File: src/sv/pqbf_pkg.sv
// package for the per-agent quota bounded forwarder
// widths, status codes, register indexes and controller/datapath structs
// no dependencies
`default_nettype none

package pqbf_pkg;

  localparam int FIFO_DEPTH    = 64;
  localparam int AGENT_BITS    = 16;
  localparam int PAYLOAD_BITS  = 32;

  localparam int PTR_W  = $clog2(FIFO_DEPTH);
  localparam int LVL_W  = $clog2(FIFO_DEPTH + 1);
  localparam int CFG_W  = 7;
  localparam int CMP_W  = (LVL_W > CFG_W) ? LVL_W : CFG_W;
  localparam int STAT_W = 32;
  localparam int ST_W   = 3;
  localparam int IDX_W  = 1;

  localparam logic [ST_W-1:0] ST_QUEUED  = 3'd0;
  localparam logic [ST_W-1:0] ST_QUOTA   = 3'd1;
  localparam logic [ST_W-1:0] ST_FULL    = 3'd2;
  localparam logic [ST_W-1:0] ST_DRAINED = 3'd3;
  localparam logic [ST_W-1:0] ST_EMPTY   = 3'd4;

  localparam logic [IDX_W-1:0] CFG_AGENT_QUOTA = 1'd0;
  localparam logic [IDX_W-1:0] CFG_QUEUE_LIMIT = 1'd1;

  localparam logic [CFG_W-1:0] AGENT_QUOTA_RST = 7'd4;
  localparam logic [CFG_W-1:0] QUEUE_LIMIT_RST = 7'd64;

  typedef struct packed {
    logic [AGENT_BITS-1:0]   agent;
    logic [PAYLOAD_BITS-1:0] payload;
  } fifo_entry_t;

  // commands from controller to datapath
  typedef struct packed {
    logic accept;
    logic look;
    logic enc;
    logic exec;
  } pqbf_cmd_t;

  // status from datapath to controller
  typedef struct packed {
    logic out_free;
  } pqbf_sts_t;

endpackage

`default_nettype wire

File: src/sv/pqbf_ctrl.sv
// controller: sequences accept, key compare, encode/count read and execute
// depends on pqbf_pkg
`default_nettype none

module pqbf_ctrl (
  input  wire logic                clk,
  input  wire logic                rst_n,
  input  wire logic                in_valid,
  input  wire pqbf_pkg::pqbf_sts_t sts,
  output logic                     in_ready,
  output pqbf_pkg::pqbf_cmd_t      cmd
);

  typedef enum logic [1:0] {
    S_IDLE,
    S_LOOK,
    S_ENC,
    S_EXEC
  } state_t;

  state_t state_r;
  logic   ready_r;

  always_ff @(posedge clk) begin
    if (!rst_n) begin
      state_r <= S_IDLE;
      ready_r <= 1'b1;
    end else begin
      unique case (state_r)
        S_IDLE: begin
          if (in_valid && ready_r) begin
            state_r <= S_LOOK;
            ready_r <= 1'b0;
          end
        end
        S_LOOK: state_r <= S_ENC;
        S_ENC:  state_r <= S_EXEC;
        S_EXEC: begin
          // hold until the result register can take the new result
          if (sts.out_free) begin
            state_r <= S_IDLE;
            ready_r <= 1'b1;
          end
        end
        default: begin
          state_r <= S_IDLE;
          ready_r <= 1'b1;
        end
      endcase
    end
  end

  assign in_ready   = ready_r;
  assign cmd.accept = in_valid && ready_r;
  assign cmd.look   = (state_r == S_LOOK);
  assign cmd.enc    = (state_r == S_ENC);
  assign cmd.exec   = (state_r == S_EXEC) && sts.out_free;

endmodule

`default_nettype wire

File: config.mk
export PLATFORM = sky130hd
export DESIGN_NAME = pqbf_ctrl
export DESIGN_NICKNAME = d
export VERILOG_FILES = /design/src/sv/pqbf_pkg.sv /design/src/sv/pqbf_ctrl.sv
export SDC_FILE = /design/constraint.sdc
export NUM_CORES = 1
export LEC_CHECK = 0
export BUFFER_PORTS_ARGS = -buffer_cell sky130_fd_sc_hd__buf_2
export CAP_MARGIN = 20
export CORE_AREA = 3 3 40 42
export DETAILED_ROUTE_END_ITERATION = 6
export DIE_AREA = 0 0 43 45
export SYNTH_ARGS = -nofsm -noshare
export SYNTH_HDL_FRONTEND = slang
export SYNTH_SLANG_ARGS = --single-unit
File: constraint.sdc
create_clock -name clk -period 1.34 [get_ports clk]
set_clock_uncertainty 0.1 [all_clocks]
set_input_delay 0.134 -clock clk [delete_from_list [all_inputs] [get_ports clk]]
set_output_delay 0.134 -clock clk [all_outputs]
set_load 0.03 [all_outputs]
# Word level (Yosys, flattened, before mapping)
# Index checks and enable logic that the tools add are counted.
# W data, S select, Z words.
[totals] elab_cells=19 in_bits=4 ff_bits=3 out_inout_bits=5
[classes] muxes=6 reduce_logical=6 n_eq_ne=5
[op_table] cell="$pmux W2 S4" count=1
[op_table] cell="$eq A2 B2 Y1 const B" count=2
[op_table] cell="$mux W2" count=2
[op_table] cell="$ne A2 B2 Y1 const B" count=2
[op_table] cell="$reduce_and A3 Y1" count=1
[op_table] cell="$eq A2 B1 Y1 const B" count=1
[op_table] cell="$logic_and A1 B1 Y1" count=2
[op_table] cell="$logic_not A2 Y1" count=1
[op_table] cell="$mux W1" count=2
[op_table] cell="$pmux W1 S2" count=1
[op_table] cell="$reduce_and A2 Y1" count=1
[op_table] cell="$reduce_bool A2 Y1" count=1

# Depth between registers and ports, before layout
[logic_depth] word_depth=3 depth_mapped=5 depth_no_buf=5

# Worst setup path after synthesis
# No wires, ideal clock.
[synth_timing] path_kind="register to register" from="register state_r[0]" to="register ready_r (netlist: in_ready)" setup_time_ns=0.064 stages_incl_launch_ff=5 synth_period_minus_slack_ns=1.272 required_time_ns=1.176 arrival_time_ns=1.108 path_slack_ns=0.068 n_path_buf=0 cell_sequence="dfxtp_1 > inv_1 > ha_1 > or3b_1 > nand4_1"
[synth_between] elab_chain_cells=3 word_cells_on_any_way=7 cone_classes="eq/ne: 3; mux: 1; reduce/logical: 3"
[synth_rtl] element="start, declared" line="pqbf_ctrl.sv:21" source="state_t state_r;"
[synth_rtl] element="start signal, assigned" line="pqbf_ctrl.sv:26" source="state_r <= S_IDLE;"
[synth_rtl] element="start signal, assigned" line="pqbf_ctrl.sv:32" source="state_r <= S_LOOK;"
[synth_rtl] element="start signal, assigned" line="pqbf_ctrl.sv:36" source="S_LOOK: state_r <= S_ENC;"
[synth_rtl] element="$eq A2 B2 Y1 / $logic_not A2 Y1 (equally long branches)" line="pqbf_ctrl.sv:29" source="unique case (state_r)"
[synth_rtl] element="$ne A2 B2 Y1 (no source line) / $reduce_bool A2 Y1 (equally long branches)"
[synth_rtl] element="$reduce_and A3 Y1 (no source line)"
[synth_rtl] element="end signal, assigned" line="pqbf_ctrl.sv:27" source="ready_r <= 1'b1;"
[synth_rtl] element="end signal, assigned" line="pqbf_ctrl.sv:33" source="ready_r <= 1'b0;"
[synth_rtl] element="end signal, assigned" line="pqbf_ctrl.sv:42" source="ready_r <= 1'b1;"
[synth_rtl] element="end, declared" line="pqbf_ctrl.sv:22" source="logic ready_r;"
# Several ways; a longest one is shown, not always the timed one.
# A chain may end at the register's enable or synchronous reset.

==> metrics <==
status=finished, final reports clean; area grow syn2layout=64.6%; initial drt markers=0; global route overflow=0; pin count of the biggest net entering global routing=6; Distinct cells, synth=11; Overall Power=0.000855 W; GPL Wtd Cong=0.689; max-cap check violation count=0; via count=231; setup slack, reg-to-reg=0.08 ns; yosys warns=0; CP required=1.11 ns; layout cell share with drive strength beyond 1=57.1%; Worst R2R End=in_ready$_SDFFE_PN1P_; Cell Rows=13; post-synth top area cell=ha_1; Routed WL per cell=8.81 um; CTS sink cnt=3; final setup violating endpoints=0; Die W=43 um; Most used DFF post-synth=dfxtp_1; Post-Synthesis Cell Area=240 um^2; setup TNS=0 ns; H-tree level count=1; Hold Path Class=input pin to flip-flop; # Post-CTS Setup Buffers=0; synth cell count leaders=ha_1, nand2_1, dfxtp_1, inv_1; core area=0.00128 mm^2; top cells by area, synth=ha_1, dfxtp_1, nand2_1; worst slew pin tran=0.187 ns; Skew-Pair Late Insertion Delay=0.23 ns; critical hold path startpoint=rst_n; top cell type's share of synthesized area=31.3%; Syn Nets=37; vias in the first global route=230; Seq/Total Area, Yosys=25.0%; worst vdd ir=0.735 mV; fin util=30.8%; post-synthesis area per instance=8.90 um^2; R2R Path Start=state_r[0]$_SDFFE_PN0P_; ys async rst share=0%; Worst slew margin=87.5%; clock buffer count from CTS=3; leakage power=0.184 nW; Pre-antenna DRT Iters=1; DIE AREA=0.00194 mm^2; layout net count=53; fin crit share=97.3%; Reg2Reg Depth=4; Die Y=45 um; critical path class=flip-flop to output pin; post-route ant nets=0; Final Hold Vio Count=0; crit start category=flip-flop; RSZ-0062 raised after global routing=false; TritonCTS clock tree=done; # IOs=9; Fill cells=142; I/O Buffers=8; clk buf depth=2; max-slew violations=0; clock root buffer=clkbuf_4; drt drc=0; Clock transition at path regs=0.04 ns; Mapped Cells=27; #FFs+latches synth=3; fmax=0.767 GHz; Via density=4.05; pwr/cell area=2160 mW/mm^2; Final min period=1.30 ns; wire length of the first global-routing pass=869 um; Initial Util=18.7%; WP data arrival=1.07 ns; hold path cells=2; hold_ws=0.0243 ns; Post-synth EDFFs=0; Routed WL=502 um; CP endpoint kind=output pin; initial antenna violation count=0; Hold Path End=in_ready$_SDFFE_PN1P_; GRT Total Usage=6.16%; Ant. Diodes=0; CP max FO=4
power breakdown:
part           total (W)  switching (W)  internal (W)  leakage, nW
logic           0.000505       0.000267      0.000238        0.143
registers       0.000194      0.0000486      0.000146       0.0262
clock network   0.000155      0.0000441      0.000111       0.0150
total           0.000855       0.000360      0.000495        0.184
critical path, cell delays in order (launching register included):
cell and delay [ns]:
dfxtp_4 0.36, inv_2 0.04, buf_4 0.13, ha_1 0.18
buf_6 0.14
through the flow:
step	cell area, um^2	setup slack [ns]	std cells
after floorplan	240	0.0684	27
after global placement	322	0.00202	53
after detailed placement	322	-0.0336	53
after CTS	377	0.00174	57
after global routing	395	0.000436	57
final	395	0.0368	57
cells in the final DEF (no fill, tap or decap), types with 2 or more instances in the layout:
cell type / synthesis / routed
inv_2: 0 / 2
dfxtp_4: 0 / 2
clkbuf_4: 0 / 3
mux2i_1: 2 / 2
buf_2: 0 / 5
ha_1: 6 / 3
ha_2: 0 / 2
nand2_1: 6 / 6
o21ai_0: 2 / 2
buf_4: 0 / 3
buf_6: 0 / 3
sequential cells by signal, indices dropped and copies added, names as in the netlist:
register  count
state_r       2
in_ready      1
per-layer routing:
metal | share of wire [%] | vias up | routed length [um] | global-route usage (%)
met5 | 0 | - | 0 | 0
met4 | 0 | 0 | 0 | 1.81
met3 | 8.6 | 0 | 43 | 3.98
met2 | 47 | 7 | 235 | 10.5
met1 | 44 | 104 | 223 | 6.25
li1 | - | 120 | - | -
area by class of cell:
cell class	instances	area (um^2)	area share, %
Multi-Input combinational cell	21	190	48.1
Timing Repair Buffer	11	81.3	20.6
Sequential cell	3	67.6	17.1
Clock buffer	4	26.3	6.65
Tap cell	15	18.8	4.75
Inverter	3	11.3	2.85
cell families after synthesis:
kind of cell,count (synthesis),share of synthesized area (%)
AOI/OAI and AO/OA,3,6.25
adders and majority gates,6,31.2
buffers and inverters,3,4.69
DFF,3,25.0
muxes,2,8.33
and+or+nand+nor,10,24.5
what timing repair did:
item / 4_1_cts / 5_1_grt
endpoints found under the setup margin: 6 / 5
resized for setup: 11 / 6
hold buffers: 0 / 0
worst max path at each step:
stage	slack (ns)	end	start
2_1_floorplan	0.07	in_ready$_SDFFE_PN1P_	state_r[0]$_SDFFE_PN0P_
3_3_place_gp	0.002	state_r[1]$_SDFFE_PN0P_	state_r[0]$_SDFFE_PN0P_
3_5_place_dp	-0.03	state_r[1]$_SDFFE_PN0P_	state_r[0]$_SDFFE_PN0P_
4_1_cts	0.002	cmd[1]	state_r[0]$_SDFFE_PN0P_
5_1_grt	0.0004	cmd[2]	state_r[1]$_SDFFE_PN0P_
6_report	0.04	cmd[2]	state_r[1]$_SDFFE_PN0P_
Note: power is estimated with default switching activity, not from simulation.
